[config.mk]
export PLATFORM = sky130hd
export DESIGN_NAME = drrs_back_flat
export DESIGN_NICKNAME = d
export VERILOG_FILES = /design/src/hw/rtl/drrs_pkg.sv /design/src/hw/rtl/drrs_if.sv /design/src/hw/rtl/drrs_ram.sv /design/src/hw/rtl/drrs_back.sv /design/src/flat_wrapper.sv
export VERILOG_INCLUDE_DIRS = /design/src /design/src/hw/rtl
export SDC_FILE = /design/constraint.sdc
export NUM_CORES = 2
export LEC_CHECK = 0
export BUFFER_PORTS_ARGS = -buffer_cell sky130_fd_sc_hd__buf_4
export CAP_MARGIN = 20
export CORE_MARGIN = 2
export CORE_UTILIZATION = 63
export DETAILED_ROUTE_END_ITERATION = 6
export PLACE_DENSITY_LB_ADDON = 0.08
export SYNTH_ARGS = -nofsm -noshare
export SYNTH_HDL_FRONTEND = slang
export SYNTH_SLANG_ARGS = --single-unit
[constraint.sdc]
create_clock -name clk -period 21.9 [get_ports clk]
set_input_delay 2.19 -clock clk [delete_from_list [all_inputs] [get_ports clk]]
set_output_delay 2.19 -clock clk [all_outputs]
set_load 0.005 [all_outputs]
[src/hw/rtl/depth_raster_radius_subsample_top_defines.svh]
// ---------------------------------------------------------------------------
// Assertion macros for the depth raster radius subsampler.
// Concurrent checks that vanish when SYNTHESIS is defined.
// ---------------------------------------------------------------------------
`ifndef DEPTH_RASTER_RADIUS_SUBSAMPLE_TOP_DEFINES_SVH
`define DEPTH_RASTER_RADIUS_SUBSAMPLE_TOP_DEFINES_SVH

`ifndef SYNTHESIS
// Property that must hold on every clock edge outside reset.
`define DRRS_ASSERT(lbl, clk, rst, prop, msg) \
  lbl: assert property (@(posedge clk) disable iff (rst) prop) else $error(msg);
// Condition that must never be seen outside reset.
`define DRRS_NEVER(lbl, clk, rst, cond, msg) \
  lbl: assert property (@(posedge clk) disable iff (rst) !(cond)) else $error(msg);
`else
`define DRRS_ASSERT(lbl, clk, rst, prop, msg)
`define DRRS_NEVER(lbl, clk, rst, cond, msg)
`endif

`endif

[src/hw/rtl/drrs_pkg.sv]
// ---------------------------------------------------------------------------
// drrs_pkg
// Shared types and constants of the depth raster radius subsampler.
// ---------------------------------------------------------------------------
`default_nettype none

package drrs_pkg;

  // Default maximum sizes of the depth map.
  localparam int MAX_COLUMNS_DEF = 1024;
  localparam int MAX_ROWS_DEF    = 4096;

  // Field widths.
  localparam int COORD_W    = 24;
  localparam int RADIUS_W   = 24;
  localparam int COLUMNS_W  = 11;
  localparam int ROWS_W     = 13;
  localparam int R2_W       = 2 * RADIUS_W;
  localparam int CFG_IDX_W  = 4;
  localparam int CFG_DATA_W = 24;

  // Configuration register indexes.
  localparam logic [CFG_IDX_W-1:0] REG_RADIUS   = 4'd0;
  localparam logic [CFG_IDX_W-1:0] REG_COLUMNS  = 4'd1;
  localparam logic [CFG_IDX_W-1:0] REG_ROWS     = 4'd2;
  localparam logic [CFG_IDX_W-1:0] REG_USE_MARK = 4'd3;

  // Reset values of the configuration registers.
  localparam logic [COLUMNS_W-1:0] COLUMNS_RST = 11'd640;
  localparam logic [ROWS_W-1:0]    ROWS_RST    = 13'd480;

  // Causal neighbor slots.
  localparam int NB_COUNT = 4;
  localparam int NB_LEFT  = 0;
  localparam int NB_UL    = 1;
  localparam int NB_UP    = 2;
  localparam int NB_UR    = 3;

  // Queue between front and back; depth is a power of two.
  localparam int FIFO_DEPTH = 8;
  localparam int FIFO_AW    = $clog2(FIFO_DEPTH);
  localparam int FIFO_CW    = $clog2(FIFO_DEPTH + 1);

  typedef struct packed {
    logic signed [COORD_W-1:0] x;
    logic signed [COORD_W-1:0] y;
    logic signed [COORD_W-1:0] z;
  } xyz_t;

  // One classified pixel on its way to the decision stage.
  typedef struct packed {
    xyz_t                p;
    logic                cand;
    logic                first_col;
    logic                first_row;
    logic                last_col;
    logic                frame_end;
    logic [NB_COUNT-1:0] close;
  } work_t;

  typedef struct packed {
    logic [FIFO_CW-1:0] level;
    logic               full;
    logic               empty;
  } fifo_stat_t;

endpackage

`default_nettype wire

[src/hw/rtl/drrs_if.sv]
// ---------------------------------------------------------------------------
// drrs_if
// Valid/ready channels of the subsampler: pixels in, points out, and the
// configuration write channel.
// ---------------------------------------------------------------------------
`default_nettype none


interface drrs_pt_if import drrs_pkg::*; ();
  logic                      valid;
  logic                      ready;
  logic signed [COORD_W-1:0] qx;
  logic signed [COORD_W-1:0] qy;
  logic signed [COORD_W-1:0] qz;
  logic                      frame_end;

  modport source (output valid, qx, qy, qz, frame_end, input ready);
  modport sink   (input valid, qx, qy, qz, frame_end, output ready);
endinterface


`default_nettype wire

[src/hw/rtl/drrs_ram.sv]
// ---------------------------------------------------------------------------
// drrs_ram
// Generic RAM with one write port and two registered read ports.
// A read at the written address returns the old contents.
// ---------------------------------------------------------------------------
`default_nettype none

module drrs_ram #(
  parameter int WIDTH = 8,
  parameter int DEPTH = 16
) (
  input  wire logic                     clk,
  input  wire logic                     we,
  input  wire logic [$clog2(DEPTH)-1:0] waddr,
  input  wire logic [WIDTH-1:0]         wdata,
  input  wire logic                     re,
  input  wire logic [$clog2(DEPTH)-1:0] raddr0,
  input  wire logic [$clog2(DEPTH)-1:0] raddr1,
  output logic      [WIDTH-1:0]         rdata0,
  output logic      [WIDTH-1:0]         rdata1
);

  logic [WIDTH-1:0] mem [DEPTH];

  // Storage array and read registers.
  always_ff @(posedge clk) begin
    if (we) begin
      mem[waddr] <= wdata;
    end
    if (re) begin
      rdata0 <= mem[raddr0];
      rdata1 <= mem[raddr1];
    end
  end

endmodule

`default_nettype wire

[src/hw/rtl/drrs_back.sv]
// ---------------------------------------------------------------------------
// drrs_back
// Decision stage: combines the distance flags with the kept bits of the
// neighbors, updates the kept-bit line buffer and drives the point output.
// ---------------------------------------------------------------------------
`default_nettype none
`include "depth_raster_radius_subsample_top_defines.svh"

module drrs_back import drrs_pkg::*; #(
  parameter int MAX_COLUMNS = MAX_COLUMNS_DEF
) (
  input  wire logic                             clk,
  input  wire logic                             rst,
  input  wire work_t                            head_work,
  input  wire logic [$clog2(MAX_COLUMNS)-1:0]   head_addr,
  input  wire fifo_stat_t                       fifo_stat,
  output logic                                  pop,
  drrs_pt_if.source                             points
);

  localparam int COL_W = $clog2(MAX_COLUMNS);

  // Decision stage register.
  logic             b2_valid;
  work_t            b2_work;
  logic [COL_W-1:0] b2_addr;

  // Kept bits of the neighbors.
  logic [0:0]       rd_up, rd_ur;
  logic             byp_up, byp_ur, byp_val;
  logic             left_kept, ul_kept;
  logic             up_kept, ur_kept;

  // Output register.
  logic                      out_valid;
  logic signed [COORD_W-1:0] out_x, out_y, out_z;
  logic                      out_frame_end;

  logic             retire, keep;
  logic [COL_W-1:0] head_addr_ur;

  assign head_addr_ur = head_addr + COL_W'(1);
  assign retire = b2_valid && (!out_valid || points.ready);
  assign pop    = !fifo_stat.empty && (!b2_valid || retire);

  // Kept-bit line buffer, written as each pixel is decided.
  drrs_ram #(
    .WIDTH (1),
    .DEPTH (MAX_COLUMNS)
  ) u_kept_ram (
    .clk    (clk),
    .we     (retire),
    .waddr  (b2_addr),
    .wdata  (keep),
    .re     (pop),
    .raddr0 (head_addr),
    .raddr1 (head_addr_ur),
    .rdata0 (rd_up),
    .rdata1 (rd_ur)
  );

  // A decision written in the same cycle as the read is forwarded.
  assign up_kept = byp_up ? byp_val : rd_up[0];
  assign ur_kept = byp_ur ? byp_val : rd_ur[0];

  // Suppression by any kept neighbor closer than the radius.
  always_comb begin
    keep = b2_work.cand && !(
      (!b2_work.first_col && left_kept && b2_work.close[NB_LEFT]) ||
      (!b2_work.first_col && !b2_work.first_row && ul_kept && b2_work.close[NB_UL]) ||
      (!b2_work.first_row && up_kept && b2_work.close[NB_UP]) ||
      (!b2_work.first_row && !b2_work.last_col && ur_kept && b2_work.close[NB_UR]));
  end

  // Control state.
  always_ff @(posedge clk) begin
    if (rst) begin
      b2_valid  <= 1'b0;
      out_valid <= 1'b0;
      left_kept <= 1'b0;
      ul_kept   <= 1'b0;
      byp_up    <= 1'b0;
      byp_ur    <= 1'b0;
      byp_val   <= 1'b0;
    end else begin
      if (pop) begin
        b2_valid <= 1'b1;
        byp_up   <= retire && (b2_addr == head_addr);
        byp_ur   <= retire && (b2_addr == head_addr_ur);
        byp_val  <= keep;
      end else if (retire) begin
        b2_valid <= 1'b0;
      end
      if (retire) begin
        left_kept <= keep;
        ul_kept   <= up_kept;
      end
      if (retire && keep) begin
        out_valid <= 1'b1;
      end else if (points.ready) begin
        out_valid <= 1'b0;
      end
    end
  end

  // Payload registers.
  always_ff @(posedge clk) begin
    if (pop) begin
      b2_work <= head_work;
      b2_addr <= head_addr;
    end
    if (retire && keep) begin
      out_x         <= b2_work.p.x;
      out_y         <= b2_work.p.y;
      out_z         <= b2_work.p.z;
      out_frame_end <= b2_work.frame_end;
    end
  end

  assign points.valid     = out_valid;
  assign points.qx        = out_x;
  assign points.qy        = out_y;
  assign points.qz        = out_z;
  assign points.frame_end = out_frame_end;

  `DRRS_ASSERT(a_kept_shown, clk, rst, retire && keep |=> out_valid, "kept pixel did not reach the output")

endmodule

`default_nettype wire
[src/flat_wrapper.sv]
// flat-port wrapper written by rule: the top's interface ports become plain ports
module drrs_back_flat import drrs_pkg::*;
#(
  parameter int MAX_COLUMNS = MAX_COLUMNS_DEF
)
  (clk, rst, head_work, head_addr, fifo_stat, pop, points_valid, points_qx, points_qy, points_qz, points_frame_end, points_ready);
  drrs_pt_if points_i ();
  input  wire logic clk;
  input  wire logic rst;
  input  wire work_t head_work;
  input  wire logic [$clog2(MAX_COLUMNS)-1:0] head_addr;
  input  wire fifo_stat_t fifo_stat;
  output logic pop;
  output wire logic [$bits(points_i.valid)-1:0] points_valid;
  output wire logic [$bits(points_i.qx)-1:0] points_qx;
  output wire logic [$bits(points_i.qy)-1:0] points_qy;
  output wire logic [$bits(points_i.qz)-1:0] points_qz;
  output wire logic [$bits(points_i.frame_end)-1:0] points_frame_end;
  input wire logic [$bits(points_i.ready)-1:0] points_ready;
  assign points_valid = points_i.valid;
  assign points_qx = points_i.qx;
  assign points_qy = points_i.qy;
  assign points_qz = points_i.qz;
  assign points_frame_end = points_i.frame_end;
  assign points_i.ready = points_ready;
  drrs_back #(.MAX_COLUMNS(MAX_COLUMNS)) u_core (.clk(clk), .rst(rst), .head_work(head_work), .head_addr(head_addr), .fifo_stat(fifo_stat), .pop(pop), .points(points_i));
endmodule
==> summary.md <==
| Metric | Value |
|---|---|
| Status | complete, no violations |
| Core ar. | 91,700 um^2 |
| GRT overflow | 0 |
| Max Clock Skew | 0.0243 ns |
| Top_reg_cell synth | edfxtp_1 |
| Final setup viols | 0 |
| Crit path max-delay cell type | buf_4 |
| Finished Layout Cells | 5,148 |
| Final slew viol count | 0 |
| Met1 wire length | 58,500 um |
| Peak Freq | 0.124 GHz |
| DR WL met2 | 79,200 um |
| Mean area per synthesized cell | 15.1 um^2 |
| Num rows | 111 |
| Buf/Inv on CP | 5 |
| Clock buffer depth | 3 |
| Post-CTS sizing | 0 |
| Hold Buf Count CTS | 0 |
| Chip Width | 308 um |
| Routed wire per std cell | 32.7 um |
| Layout area overhead | 10.2% |
| Period minus WS final | 8.08 ns |
| Max Used Layer | met5 |
| Die area | 95,000 um^2 |
| CP max FO | 60 |
| Synthesis-stage register bit count | 1,197 |
| Ys Warns | 0 |
| Final ANT Viol Nets | 0 |
| First-pass GRT wire length | 242,000 um |
| Metal3 WL | 22,300 um |
| Filler Cells Inserted | 5,990 |
| P per Cell Area | 79.4 nW/um^2 |
| WHS | 0.418 ns |
| Layout cell share with drive strength beyond 1 | 0.251 |
| Vias in the first global route | 36,400 |
| Max_cap viols | 0 |
| 1st-pass router iterations | 6 |
| Commonest cells after routing, fill and taps aside | edfxtp_1, nor2_1, mux4_2 |
| Critical path arrival | 8.54 ns |
| CP required | 22.36 ns |
| Chip height | 308 um |
| Hold Vio Cnt, Final | 0 |
| Initial antenna violation count | 5 |
| Postcts setup bufs | 0 |
| Syn nets | 3,963 |
| GPL Wtd Cong | 0.920 |
| Peak supply drop | 0.0000825 V |
| Port Buffers | 169 |
| DP Wirelength | 95,200 um |
| Via count | 37,600 |
| Leak | 19.9 nW |
| HP Class | reg2reg |
| Startpoint Class | input port |
| Initial Util | 0.636 |
| Cells after DPL | 4,905 |
| Worst-skew pair later-pin latency | 0.72 ns |
| Vias/cell | 7.30 |
| Register area share after synthesis | 0.616 |
| Slew @ Worst Pin | 1.26 ns |
| Gr usage total | 0.357 |
| Top cell by count, worst path | buf_4 |
| Rel. slew slack | 0.157 |
| Cell count after synthesis | 3,862 |
| Async S/R FF share, synth | 0 |
| Setup TNS | 0 ns |
| Number of synthesized flops with an enable pin | 1,190 |
| Worst-path cell chain | buf_8 > buf_4 > buf_4 > buf_4 > buf_4 > mux4_2 > mux4_2 > a22o_1 > a221oi_1 > o2bb2ai_1 > o21ai_0 > o211ai_1 |
| DRC viols | 0 |
| Routed WL | 168,000 um |
| RSZ-0062 raised after global routing | no |
| Synth Cell Area | 58,300 um^2 |
| Initial drt markers | 6,138 |
| CTS Buf Count | 121 |
| Leading cell type in the layout, fill and taps excluded | edfxtp_1 |
| Setup Crit Path Kind | in2reg |
| Root buf cell | clkbuf_16 |
| Largest net degree at the start of global routing | 157 |
| CTS sink cnt | 1,197 |
| CTS tree | built |
| I/O Pins | 175 |
| Clock edge transition at the registers on the reported setup and hold paths | 0.06 ns |
| CP endpoint kind | flip-flop |
| Htree depth | 3 |
| Synth cell types | 58 |
| Family with the most delay on the worst path | buffers and inverters |
| Fin crit share | 0.369 |
| Nets | 3,955 |
| Worst stage delay on the critical path | 0.88 ns |
[power by group]
part,internal [W],switching (W),leakage (nW)
logic,0.000188,0.000289,7.13
clock network,0.00118,0.000882,1.91
registers,0.00256,0.00000718,10.9
total,0.00392,0.00118,19.9
[sequential cells by signal, indices dropped and copies added, names as in the netlist, 10 cells and up]
register	flops
u_core.b2_work	81
u_core.points.qz	24
u_core.u_kept_ram.mem	1024
u_core.points.qy	24
u_core.b2_addr	10
u_core.points.qx	24
[metrics by stage]
| stage | total power (W) | util | setup slack, ns | cell area, um^2 |
|---|---|---|---|---|
| final | 0.00510 | 0.701 | 13.82 | 64200 |
| after floorplan | 0.00298 | - | 6.29 | 58300 |
| after detailed placement | 0.00308 | 0.655 | 13.18 | 60100 |
| after global placement | 0.00307 | 0.655 | 13.30 | 60000 |
| after CTS | 0.00510 | 0.698 | 13.93 | 64000 |
| after global routing | 0.00521 | 0.701 | 13.57 | 64200 |
[cells in the mapped netlist (10+ instances only)]
| cell | n | area share |
|---|---|---|
| o221ai_1 | 88 | 0.013 |
| xnor2_1 | 17 | 0.0026 |
| buf_2 | 40 | 0.0034 |
| nand2_1 | 134 | 0.0086 |
| mux4_2 | 507 | 0.20 |
| nand3_1 | 31 | 0.0027 |
| mux2i_1 | 185 | 0.032 |
| a21oi_1 | 39 | 0.0033 |
| a211oi_1 | 28 | 0.0036 |
| xor2_1 | 11 | 0.0017 |
| nor3_1 | 12 | 0.0010 |
| nor2_1 | 1041 | 0.067 |
| a22o_1 | 17 | 0.0026 |
| edfxtp_1 | 1190 | 0.61 |
| nor2b_1 | 11 | 0.0012 |
| o22ai_1 | 44 | 0.0047 |
| clkbuf_1 | 237 | 0.015 |
| a22oi_1 | 10 | 0.0013 |
| buf_4 | 45 | 0.0058 |
| buf_6 | 16 | 0.0031 |
| buf_1 | 52 | 0.0033 |
[area by class of cell]
type / count / area (um^2) / share of cell area
diodes: 3 / 7.51 / 0.000117
clock buffers: 154 / 3210 / 0.0500
clock inverters: 74 / 696 / 0.0108
inverters: 6 / 26.3 / 0.000409
multi-input cells: 2268 / 20800 / 0.324
flip-flops and latches: 1197 / 35900 / 0.558
well taps: 1186 / 1480 / 0.0231
repair buffers: 260 / 2150 / 0.0334
[cells by family (layout without fill, tap and decap cells)]
family | Yosys count | after routing | share of synthesized area
mux | 694 | 694 | 0.228
buf+inv | 397 | 494 | 0.0314
compound gates | 262 | 262 | 0.0335
fa+ha+maj | 1 | 1 | 0.000215
simple gates | 1283 | 1283 | 0.0870
xor+xnor | 28 | 28 | 0.00421
other cells | 0 | 3 | 0
flops | 1197 | 1197 | 0.616
[path summary, 6_finish.rpt]
check / slack [ns] / to / cells past startpoint / from
worst max-delay path: 13.82 / u_core.u_kept_ram.rdata1$_DFFE_PP_ / 12 / head_addr[0]
worst min-delay path: 0.42 / u_core.points.qz[21]$_DFFE_PP_ / 0 / u_core.b2_work[30]$_DFFE_PP_
worst max register to register: 17.02 / u_core.u_kept_ram.mem[296]$_DFFE_PP_ / 8 / u_core.byp_ur$_SDFFE_PP0P_
worst min register to register: 0.42 / u_core.points.qz[21]$_DFFE_PP_ / 0 / u_core.b2_work[30]$_DFFE_PP_
[metal layers]
| metal | vias to the layer above | GRT usage |
|---|---|---|
| met3 | 522 | 0.0853 |
| li1 | 14900 | - |
| met5 | - | 0 |
| met1 | 19400 | 0.489 |
| met4 | 6 | 0.153 |
| met2 | 2764 | 0.556 |
No activity file was read; power rests on OpenSTA's default activity.
