[src/hw/rtl/depth_raster_radius_subsample_top_defines.svh]
// ---------------------------------------------------------------------------
// Assertion macros for the depth raster radius subsampler.
// Concurrent checks that vanish when SYNTHESIS is defined.
// ---------------------------------------------------------------------------
`ifndef DEPTH_RASTER_RADIUS_SUBSAMPLE_TOP_DEFINES_SVH
`define DEPTH_RASTER_RADIUS_SUBSAMPLE_TOP_DEFINES_SVH

`ifndef SYNTHESIS
// Property that must hold on every clock edge outside reset.
`define DRRS_ASSERT(lbl, clk, rst, prop, msg) \
  lbl: assert property (@(posedge clk) disable iff (rst) prop) else $error(msg);
// Condition that must never be seen outside reset.
`define DRRS_NEVER(lbl, clk, rst, cond, msg) \
  lbl: assert property (@(posedge clk) disable iff (rst) !(cond)) else $error(msg);
`else
`define DRRS_ASSERT(lbl, clk, rst, prop, msg)
`define DRRS_NEVER(lbl, clk, rst, cond, msg)
`endif

`endif

[src/hw/rtl/drrs_pkg.sv]
// ---------------------------------------------------------------------------
// drrs_pkg
// Shared types and constants of the depth raster radius subsampler.
// ---------------------------------------------------------------------------
`default_nettype none

package drrs_pkg;

  // Default maximum sizes of the depth map.
  localparam int MAX_COLUMNS_DEF = 1024;
  localparam int MAX_ROWS_DEF    = 4096;

  // Field widths.
  localparam int COORD_W    = 24;
  localparam int RADIUS_W   = 24;
  localparam int COLUMNS_W  = 11;
  localparam int ROWS_W     = 13;
  localparam int R2_W       = 2 * RADIUS_W;
  localparam int CFG_IDX_W  = 4;
  localparam int CFG_DATA_W = 24;

  // Configuration register indexes.
  localparam logic [CFG_IDX_W-1:0] REG_RADIUS   = 4'd0;
  localparam logic [CFG_IDX_W-1:0] REG_COLUMNS  = 4'd1;
  localparam logic [CFG_IDX_W-1:0] REG_ROWS     = 4'd2;
  localparam logic [CFG_IDX_W-1:0] REG_USE_MARK = 4'd3;

  // Reset values of the configuration registers.
  localparam logic [COLUMNS_W-1:0] COLUMNS_RST = 11'd640;
  localparam logic [ROWS_W-1:0]    ROWS_RST    = 13'd480;

  // Causal neighbor slots.
  localparam int NB_COUNT = 4;
  localparam int NB_LEFT  = 0;
  localparam int NB_UL    = 1;
  localparam int NB_UP    = 2;
  localparam int NB_UR    = 3;

  // Queue between front and back; depth is a power of two.
  localparam int FIFO_DEPTH = 8;
  localparam int FIFO_AW    = $clog2(FIFO_DEPTH);
  localparam int FIFO_CW    = $clog2(FIFO_DEPTH + 1);

  typedef struct packed {
    logic signed [COORD_W-1:0] x;
    logic signed [COORD_W-1:0] y;
    logic signed [COORD_W-1:0] z;
  } xyz_t;

  // One classified pixel on its way to the decision stage.
  typedef struct packed {
    xyz_t                p;
    logic                cand;
    logic                first_col;
    logic                first_row;
    logic                last_col;
    logic                frame_end;
    logic [NB_COUNT-1:0] close;
  } work_t;

  typedef struct packed {
    logic [FIFO_CW-1:0] level;
    logic               full;
    logic               empty;
  } fifo_stat_t;

endpackage

`default_nettype wire

[src/hw/rtl/drrs_fifo.sv]
// ---------------------------------------------------------------------------
// drrs_fifo
// Short queue of classified pixels between the front and the decision stage.
// ---------------------------------------------------------------------------
`default_nettype none
`include "depth_raster_radius_subsample_top_defines.svh"

module drrs_fifo import drrs_pkg::*; #(
  parameter int ADDR_W = 10
) (
  input  wire logic              clk,
  input  wire logic              rst,
  input  wire logic              push,
  input  wire work_t             push_work,
  input  wire logic [ADDR_W-1:0] push_addr,
  input  wire logic              pop,
  output work_t                  head_work,
  output logic      [ADDR_W-1:0] head_addr,
  output fifo_stat_t             stat
);

  work_t              work_q [FIFO_DEPTH];
  logic [ADDR_W-1:0]  addr_q [FIFO_DEPTH];
  logic [FIFO_AW-1:0] wr_ptr, rd_ptr;
  logic [FIFO_CW-1:0] level;

  // Pointers wrap on their own since the depth is a power of two.
  always_ff @(posedge clk) begin
    if (rst) begin
      wr_ptr <= '0;
      rd_ptr <= '0;
      level  <= '0;
    end else begin
      if (push) begin
        wr_ptr <= wr_ptr + FIFO_AW'(1);
      end
      if (pop) begin
        rd_ptr <= rd_ptr + FIFO_AW'(1);
      end
      if (push && !pop) begin
        level <= level + FIFO_CW'(1);
      end else if (pop && !push) begin
        level <= level - FIFO_CW'(1);
      end
    end
  end

  // Entry storage.
  always_ff @(posedge clk) begin
    if (push) begin
      work_q[wr_ptr] <= push_work;
      addr_q[wr_ptr] <= push_addr;
    end
  end

  assign head_work  = work_q[rd_ptr];
  assign head_addr  = addr_q[rd_ptr];
  assign stat.level = level;
  assign stat.full  = (level == FIFO_CW'(FIFO_DEPTH));
  assign stat.empty = (level == '0);

  `DRRS_NEVER(a_no_overflow, clk, rst, push && stat.full, "push into a full queue")
  `DRRS_NEVER(a_no_underflow, clk, rst, pop && stat.empty, "pop from an empty queue")
  `DRRS_ASSERT(a_level_up, clk, rst, push && !pop |=> level == $past(level) + 1'b1, "queue level lost a push")

endmodule

`default_nettype wire

[config.mk]
export PLATFORM = sky130hd
export DESIGN_NAME = drrs_fifo
export DESIGN_NICKNAME = d
export VERILOG_FILES = /design/src/hw/rtl/drrs_pkg.sv /design/src/hw/rtl/drrs_fifo.sv
export VERILOG_INCLUDE_DIRS = /design/src /design/src/hw/rtl
export SDC_FILE = /design/constraint.sdc
export NUM_CORES = 1
export LEC_CHECK = 0
export BUFFER_PORTS_ARGS = -buffer_cell sky130_fd_sc_hd__buf_4
export CORE_MARGIN = 1
export CORE_UTILIZATION = 35
export CTS_CLUSTER_SIZE = 20
export DETAILED_ROUTE_END_ITERATION = 7
export GPL_TIMING_DRIVEN = 1
export PLACE_DENSITY = 0.59
export SKIP_LAST_GASP = 1
export SLEW_MARGIN = 10
export SYNTH_ARGS = -nofsm -noshare
export SYNTH_HDL_FRONTEND = slang
export SYNTH_SLANG_ARGS = --single-unit
[constraint.sdc]
create_clock -name clk -period 7 [get_ports clk]
set_input_delay 0.7 -clock clk [delete_from_list [all_inputs] [get_ports clk]]
set_output_delay 0.7 -clock clk [all_outputs]
set_load 0.05 [all_outputs]
==> results of run 1 <==
[power by group]
part | leakage (nW) | internal [W] | switching [W]
sequential | 6.72 | 0.00499 | 0.0000498
combinational | 3.14 | 0.000431 | 0.000692
clock | 1.19 | 0.00224 | 0.00169
total | 11.1 | 0.00766 | 0.00243
[per-stage QoR]
step | setup slack, ns | std cells
2_1_floorplan | 1.84 | 1120
3_3_place_gp | 3.56 | 2346
3_5_place_dp | 3.53 | 2346
4_1_cts | 2.85 | 2490
5_1_grt | 2.78 | 2490
6_report | 2.96 | 2490
[metal layers]
metal	global-route usage, %	vias up	share of wire (%)
met5	0	-	0.059
met4	4.32	6	1.8
met3	3.13	82	4.5
met2	24.0	241	50
met1	18.2	6601	43
li1	-	5474	-
[cell families after synthesis]
logic type,Yosys count
and+or+nand+nor,32
adders and majority gates,6
xor gates and xnor gates,6
DFF,741
buffers and inverters,54
AOI/OAI and AO/OA,4
muxes,277
[layout by cell type, fill, tap and decap left out]
cell / n
a211oi_1: 1
clkinv_1: 13
mux4_1: 171
mux2_2: 92
nor3_4: 2
nor2_1: 13
edfxtp_1: 728
clkbuf_1: 28
clkinv_16: 2
buf_12: 2
fa_1: 1
clkbuf_16: 81
clkinv_4: 2
inv_6: 3
inv_16: 3
nor4b_1: 1
nor2b_1: 1
nand3_1: 1
nor2_4: 6
mux2i_1: 3
mux4_2: 11
a21oi_1: 2
ha_1: 5
nor4_1: 1
dfxtp_4: 3
buf_4: 216
xnor2_1: 3
dfxtp_1: 10
clkinv_2: 9
inv_1: 2
clkinvlp_4: 1
a31oi_1: 1
nand2_1: 4
nand2b_1: 3
xor2_1: 3
bufinv_16: 2
[worst min path at each step]
stage,start,slack [ns],to
finish,push_work[9],0.30,work_q[6][9]
global route,push_work[1],0.26,work_q[5][1]
CTS,push_work[9],0.25,work_q[6][9]
detailed placement,wr_ptr[2],0.52,wr_ptr[2]
global placement,wr_ptr[2],0.50,wr_ptr[2]
floorplan,rd_ptr[2],0.48,register
[registers in the layout, indices dropped and copies added, names as in the netlist, named ones only]
register and cells:
wr_ptr 3, level 4, rd_ptr 3, work_q 648, addr_q 80
[cell type report]
class                      count  area (sq um)  share of cell area (%)
sequential                   741         22100                    65.6
multi-input combinational    325          6170                    18.3
clock buffer                 109          2130                    6.32
timing repair buffer         218          1660                    4.92
tap                         1060          1330                    3.93
clock inverter                35           325                   0.964
inverter                       2          7.51                  0.0222
[critical path: stages (launching register included)]
cell     delay (ns)
dfxtp_4        0.66
buf_4          0.82
mux4_1         0.64
mux2_2         0.29
buf_4          0.19
==> flow_metrics.tcl, run 1 <==
set metrics [dict create \
    drtPass1Iterations 4 \
    synth-simple-area-share_pct 0.490 \
    first_global_vias 13341 \
    max_freq_ghz 0.248 \
    r2r_end "work_q[7][51]" \
    netlist_instances 1120 \
    syn_nets 1221 \
    cts_buffer_depth 3 \
    synth_ff_type "edfxtp_1" \
    cts_tree "built" \
    synth_edf_count 728 \
    port_buffers 191 \
    dieArea_sq_um 83600 \
    period_share_pct 57.7 \
    finalWirelength_microns 59200 \
    fill_cells 6960 \
    rsz0062_at_grt "false" \
    overflow 0 \
    dpl_cell_area_sq_um 31300 \
    num_antenna_cells 0 \
    yosysMostFrequentCell "edfxtp_1" \
    grt_start_max_net_pins 101 \
    worst_pin_slew_ns 1.06 \
    synth_top_family_by_area "multiplexers" \
    synth_cell_type_count 26 \
    clk_pin_slew_ns 0.06 \
    end_kind "output pin" \
    maxSlewViolCount 0 \
    core-area_sq_um 81100 \
    drtIter0Drc 689 \
    slew_headroom_pct 29.0 \
    cts_root_buf "clkbuf_16" \
    ant_nets 0 \
    start_kind "register" \
    synth_xor_area_share_pct 0.182 \
    ys_async_sr_fraction_pct 0 \
    final_area_sq_um 33800 \
    synthTopCellsByCount "edfxtp_1 (728), mux4_1 (171), mux2_2 (92)" \
    finalHoldViolCount 0 \
    power_density_nw_per_um2 299 \
    drt-vias-per-instance 4.98 \
    synth_area_leaders "edfxtp_1 (76%), mux4_1 (16%), mux2_2 (3.6%)" \
    setup.worst_path.end "head_work[0]" \
    io_pins 192 \
    avgSynthCellArea_sq_um 25.8 \
    ys_warn_count 0 \
    yosysSeqAreaShare_pct 76.7 \
    post-route-util_pct 41.6 \
    dp_hpwl_microns 30900 \
    postSynthRegisterBits 741 \
    nNetsFinal 1469 \
    status "finished clean" \
    setup_viol 0 \
    synth_mux_area_share_pct 20.1 \
    dieHeight_microns 289 \
    grt_first_pass_wirelength_microns 86100 \
    r2r-start "wr_ptr[0]" \
    post_cts.repair.setup_buffers 0 \
    syn_area_sq_um 28800 \
    layout-drive-gt1-share_pct 30.4 \
    cts_hold_buf 0 \
    h-tree-depth 3 \
    post_cts_resized 0 \
    start_util_pct 35.6 \
    power_w 0.0101 \
    critical_path_class "register to output pin" \
    rrSetupSlack_ns 4.32 \
    cap_violations 0 \
    drc 0 \
    hold-worst-slack_ns 0.302 \
    row_count 104 \
    worst_r2r_path_depth 3 \
    grt_use_total_pct 14.2 \
    hp-class "primary input to register" \
    vias 12404 \
    syn2layout_area_growth_pct 17.1 \
    synth_top_area_cell "edfxtp_1" \
    cp_max_fo 56 \
    cp.arrival_ns 3.34 \
    clk_latency_ns 0.63 \
    synth-compound-area-share_pct 0.0824 \
    numCtsBuffers 80 \
    synth.top_cell.area_share_pct 75.8 \
    skew_ns 0.0167 \
    fp.dieW_microns 289 \
    place_congestion 0.669 \
    fin_tns_setup_ns 0 \
    clkSinkCount 741 \
    min_period_ns 4.04 \
    antenna_found_initial 4 \
    hold_depth 1 \
    required_ns 6.30 \
    leakagePower_nw 11.1 \
    yosys.area_share.adder_pct 0.286 \
    max-vdd-ir-drop_mv 0.200 \
    wl_per_cell_microns 23.8 \
]
No activity file was read; power rests on OpenSTA's default activity.
==> run 2, diff against run 1 <==
Clock period 7 ns to 3.4 ns, I/O delays scaled along.
==> run 2 against run 1 <==
Net effect: total power increased by 110%; combinational power increased by 120%; sequential power increased by 110%; clock skew increased by 0.0012 ns; sequential cell count unchanged; cell count increased by 4.1%; worst setup slack got worse by 2.6 ns; critical path depth unchanged; global-route usage about the same; die area unchanged; critical path type unchanged.
==> flow_metrics.tcl, run 2 (synthesized netlist as in run 1, its figures left out) <==
set metrics [dict create \
    skew_ns 0.0179 \
    drtIter0Drc 569 \
    place_congestion 0.658 \
    grt_start_max_net_pins 89 \
    r2r_end "work_q[1][35]" \
    syn2layout_area_growth_pct 21.6 \
    power_w 0.0212 \
    slew_headroom_pct 50.9 \
    regMostFlops "work_q" \
    grt_use_total_pct 14.2 \
    post-route-util_pct 43.2 \
    first_global_vias 13620 \
    end_kind "output pin" \
    dieArea_sq_um 83600 \
    crit_chain "buf_12 -> mux4_1 -> mux2_2 -> buf_4" \
    grt_first_pass_wirelength_microns 86600 \
    setup_viol 0 \
    min-delay-start "push" \
    antenna_found_initial 6 \
    min_period_ns 3.05 \
    cts_buffer_depth 3 \
    crit_buf_inv 2 \
    cts_tree "built" \
    io_pins 192 \
    cp_max_fo 88 \
    layout-drive-gt1-share_pct 29.6 \
    clockPowerShare_pct 39.5 \
    overflow 0 \
    r2r-start "wr_ptr[0]" \
    period_share_pct 89.7 \
    fin_tns_setup_ns 0 \
    cp_slowest_cell "mux4_1" \
    cap_violations 0 \
    status "finished clean" \
    dieHeight_microns 289 \
    internal_power_w 0.0161 \
    drc 0 \
    final_cell_mix "edfxtp_1 (728), buf_4 (197), mux4_1 (171)" \
    start_util_pct 35.6 \
    power.share.sequential_pct 48.9 \
    p_sw_share_pct 23.9 \
    dpl.cell_count 2348 \
    worst_r2r_path_depth 3 \
    power_density_nw_per_um2 605 \
    cts_root_buf "clkbuf_16" \
    start_kind "register" \
    ant_nets 0 \
    row_count 104 \
    clkSinkCount 741 \
    clk_pin_slew_ns 0.06 \
    max-vdd-ir-drop_mv 0.470 \
    worst_pin_slew_ns 0.735 \
    maxSlewViolCount 0 \
    pwr-share-comb_pct 11.6 \
    max_freq_ghz 0.328 \
    vias 12721 \
    hold_depth 3 \
    p_sw_w 0.00507 \
    drtPass1Iterations 6 \
    critPathMaxStageDelay_ns 0.66 \
    numCtsBuffers 81 \
    post_cts_resized 0 \
    cp_top_family "multiplexers" \
    clk_latency_ns 0.61 \
    place_ws_ns 0.916 \
    min_to "wr_ptr[0]" \
    port_buffers 191 \
    cp.arrival_ns 2.71 \
    core-area_sq_um 81100 \
    setup_ws_ns 0.349 \
    finalWirelength_microns 59100 \
    finalHoldViolCount 0 \
    rsz0062_at_grt "false" \
    required_ns 3.06 \
    largest_reg_flops 648 \
    critical_path_class "register to output pin" \
    hp-class "primary input to register" \
    h-tree-depth 3 \
    rrSetupSlack_ns 1.31 \
    dp_hpwl_microns 30400 \
    nNetsFinal 1564 \
    fp.dieW_microns 289 \
    layout_commonest_cell "edfxtp_1" \
    reg.largest.list "work_q: 648 flops, addr_q: 80 flops, level: 4 flops" \
    wl_per_cell_microns 22.8 \
    instances_no_fill 2593 \
    drt-vias-per-instance 4.91 \
    leakagePower_nw 11.6 \
]
## run 2: cell count changes in the layout (fill, tap and decap cells not counted), sizes merged
cell / change
diode: +4
buf: +2
clkinvlp: +1
clkinv: +12
clkbuf: -12
dlygate4sd3: +92
bufinv: +4
## run 2: cell type report
cell class | count | area, sq um
inverter | 2 | 7.51
sequential | 741 | 22100
antenna | 4 | 10.0
tap | 1060 | 1330
clock inverter | 52 | 460
multi-input combinational | 325 | 6170
fill | 6960 | 46000
timing repair buffer | 312 | 2860
clock buffer | 97 | 2090
## run 2: what timing repair did
item                                   in CTS  in global routing
setup buffers                               0                  0
hold buffers                               92                  0
endpoints found under the hold margin     740                  0
## run 2: metal layers
layer	global-route usage, %	share of wire, %	wire length, microns
met1	18.6	44	26000
met4	3.71	2.1	1260
met3	3.24	4.2	2470
met5	0	0.059	35
met2	23.7	50	29300
## run 2: tightest hold or removal path, delay by kind of cell
kind	cells	cell delay [ns]
AND/OR/NAND/NOR	1	0.08
buffers and inverters	1	0.14
XOR/XNOR	1	0.08
## run 2: metrics by stage
stage	cell area (sq um)	hold slack, ns
CTS	35000	0.0214
finish	35100	0.0674
detailed placement	31600	0.516
global route	35100	0.0448
global placement	31600	0.506
floorplan	28900	0.439
## run 2: worst max path at each step
stage                     cells after the start            end       from
after global routing                          4   head_work[7]   register
after detailed placement                      4  head_work[41]   register
after global placement                        4   head_work[8]   register
final                                         4  head_work[55]   register
after floorplan                               2   addr_q[3][0]  wr_ptr[0]
after CTS                                     4   head_work[8]   register
## run 2: power by group through the flow
stage	sequential, W	clock, W	combinational (W)
3_3_place_gp	0.0105	0	0.00238
6_report	0.0104	0.00838	0.00245
4_1_cts	0.0104	0.00864	0.00250
3_5_place_dp	0.0106	0	0.00240
5_1_grt	0.0104	0.00894	0.00260
2_1_floorplan	0.0106	0	0.00164
==> run 3, diff against run 2 <==
Settings changed: BUFFER_PORTS_ARGS -buffer_cell sky130_fd_sc_hd__buf_4 to not set, CORE_MARGIN 1 to not set, DONT_BUFFER_PORTS set to 1, PLACE_DENSITY 0.59 to not set, PLACE_DENSITY_LB_ADDON set to 0.1.
==> run 3 against run 2 <==
Net effect: via count fell by 4.8%; non-clock buffer count fell by 181; combinational power fell by 15%; sequential power barely moved; worst hold slack improved by 0.10 ns; critical endpoint is now head_work[34]; largest cell class unchanged; highest routed layer unchanged.
==> flow_metrics.tcl, run 3 (synthesized netlist as in run 1, its figures left out) <==
set metrics [dict create \
    status "finished clean" \
    dieArea_sq_um 83600 \
    required_ns 3.06 \
    dieHeight_microns 289 \
    layout-drive-gt1-share_pct 20.5 \
    io_pins 192 \
    skew_ns 0.0180 \
    critPathMaxStageDelay_ns 0.66 \
    finalWirelength_microns 60000 \
    pwr-share-comb_pct 9.8 \
    period_share_pct 91.5 \
    critical_path_class "register to output pin" \
    nNetsFinal 1383 \
    cp_top_family "multiplexers" \
    power.share.sequential_pct 49.0 \
    start_util_pct 35.6 \
    core-area_sq_um 81100 \
    wl_met2_microns 30800 \
    p_sw_w 0.00500 \
    wl_per_cell_microns 24.9 \
    layout_commonest_cell "edfxtp_1" \
    cp_slowest_cell "dfxtp_4" \
    r2r-start "level[2]" \
    power_density_nw_per_um2 629 \
    cts_tree "built" \
    post_cts_resized 0 \
    hp-class "primary input to register" \
    clk_pin_slew_ns 0.06 \
    clk_latency_ns 0.62 \
    vias 12105 \
    max_freq_ghz 0.321 \
    p_sw_share_pct 23.6 \
    final_cell_mix "edfxtp_1 (728), mux4_1 (171), dlygate4sd3_1 (94)" \
    clkSinkCount 741 \
    met3_length_microns 2660 \
    end_kind "output pin" \
    crit_chain "buf_12 -> mux4_1 -> mux2_2" \
    dp_hpwl_microns 30700 \
    cts_buffer_depth 3 \
    min-delay-start "push" \
    antenna_found_initial 6 \
    rsz0062_at_grt "false" \
    ant_nets 0 \
    fp.dieW_microns 289 \
    grt_start_max_net_pins 57 \
    h-tree-depth 3 \
    largest_reg_flops 648 \
    drc 0 \
    row_count 104 \
    routed.top_layer "met5" \
    place_congestion 0.675 \
    drtPass1Iterations 4 \
    drtIter0Drc 633 \
    finalHoldViolCount 0 \
    maxSlewViolCount 0 \
    leakagePower_nw 10.7 \
    min_period_ns 3.11 \
    slew_headroom_pct 43.8 \
    drt-vias-per-instance 5.02 \
    overflow 0 \
    grt_use_total_pct 14.4 \
    reg.largest.list "work_q: 648 flops, addr_q: 80 flops, level: 4 flops" \
    cp_max_fo 47 \
    cap_violations 0 \
    fin_tns_setup_ns 0 \
    port_buffers 0 \
    internal_power_w 0.0162 \
    met1_length_microns 25400 \
    hold-worst-slack_ns 0.171 \
    regMostFlops "work_q" \
    setup_viol 0 \
    start_kind "register" \
    max-vdd-ir-drop_mv 0.373 \
    grt_first_pass_wirelength_microns 86700 \
    cp.arrival_ns 2.77 \
    worst_pin_slew_ns 0.843 \
    numCtsBuffers 81 \
    clockPowerShare_pct 41.1 \
    crit_buf_inv 1 \
    syn2layout_area_growth_pct 17.1 \
    cts_root_buf "clkbuf_16" \
    first_global_vias 12851 \
    fill_cells 7020 \
]
==> run 3: changes by cell type in the layout (fill, tap and decap cells not counted), sizes merged <==
cell,change
inv,-3
clkinvlp,+2
clkbuf,+3
buf,-183
clkinv,-7
diode,-2
dlygate4sd3,+2
bufinv,+4
==> run 3: path summary, 6_finish.rpt <==
path	depth (start not counted)	slack (ns)	endpoint
min	3	0.17	level[2]
max reg2reg	5	1.34	level[3]
max	3	0.29	head_work[34]
min reg2reg	2	0.52	rd_ptr[2]
==> run 3: repair_timing <==
| action | 4_1_cts | 5_1_grt |
|---|---|---|
| buffers inserted | 0 | 0 |
| hold endpoints to repair | 741 | 0 |
| hold buffers | 94 | 0 |
==> run 3: layer usage <==
metal,track usage [%],vias up
li1,-,5302
met2,25.2,212
met5,0,-
met3,3.18,82
met4,4.67,8
met1,17.6,6501
==> run 3: stage by stage <==
stage	cells	power (W)	util, %	cell area [sq um]	worst slack, ns
after floorplan	1120	0.0122	-	28900	-1.49
after global placement	2165	0.0126	37.2	30100	0.880
after detailed placement	2165	0.0126	37.2	30100	0.860
after CTS	2407	0.0216	41.7	33800	0.182
after global routing	2409	0.0220	41.7	33800	0.167
final	2409	0.0212	41.7	33800	0.289
==> run 3: final cells by class <==
| cell class | count | area (sq um) | area share (%) |
|---|---|---|---|
| Multi-Input combinational cell | 325 | 6190 | 18.3 |
| Clock buffer | 100 | 2140 | 6.34 |
| Sequential cell | 741 | 22100 | 65.5 |
| Timing Repair Buffer | 131 | 1430 | 4.24 |
| Tap cell | 1060 | 1330 | 3.93 |
| Inverter | 2 | 7.51 | 0.0222 |
| Clock inverter | 48 | 542 | 1.60 |
| Antenna cell | 2 | 5.00 | 0.0148 |
==> run 3: power by group through the flow <==
stage               clock network, W  logic [W]  registers, W
floorplan                          0    0.00164        0.0106
global placement                   0    0.00195        0.0106
detailed placement                 0    0.00195        0.0106
CTS                          0.00903    0.00215        0.0104
global route                 0.00933    0.00221        0.0104
finish                       0.00874    0.00209        0.0104
==> run 3: worst reg2reg max path, delay by kind of cell (launching register included) <==
| family | cells | cell delay, ns |
|---|---|---|
| muxes | 1 | 0.35 |
| DFF | 1 | 0.73 |
| AOI/OAI and AO/OA | 3 | 0.48 |
| adders and majority gates | 1 | 0.38 |
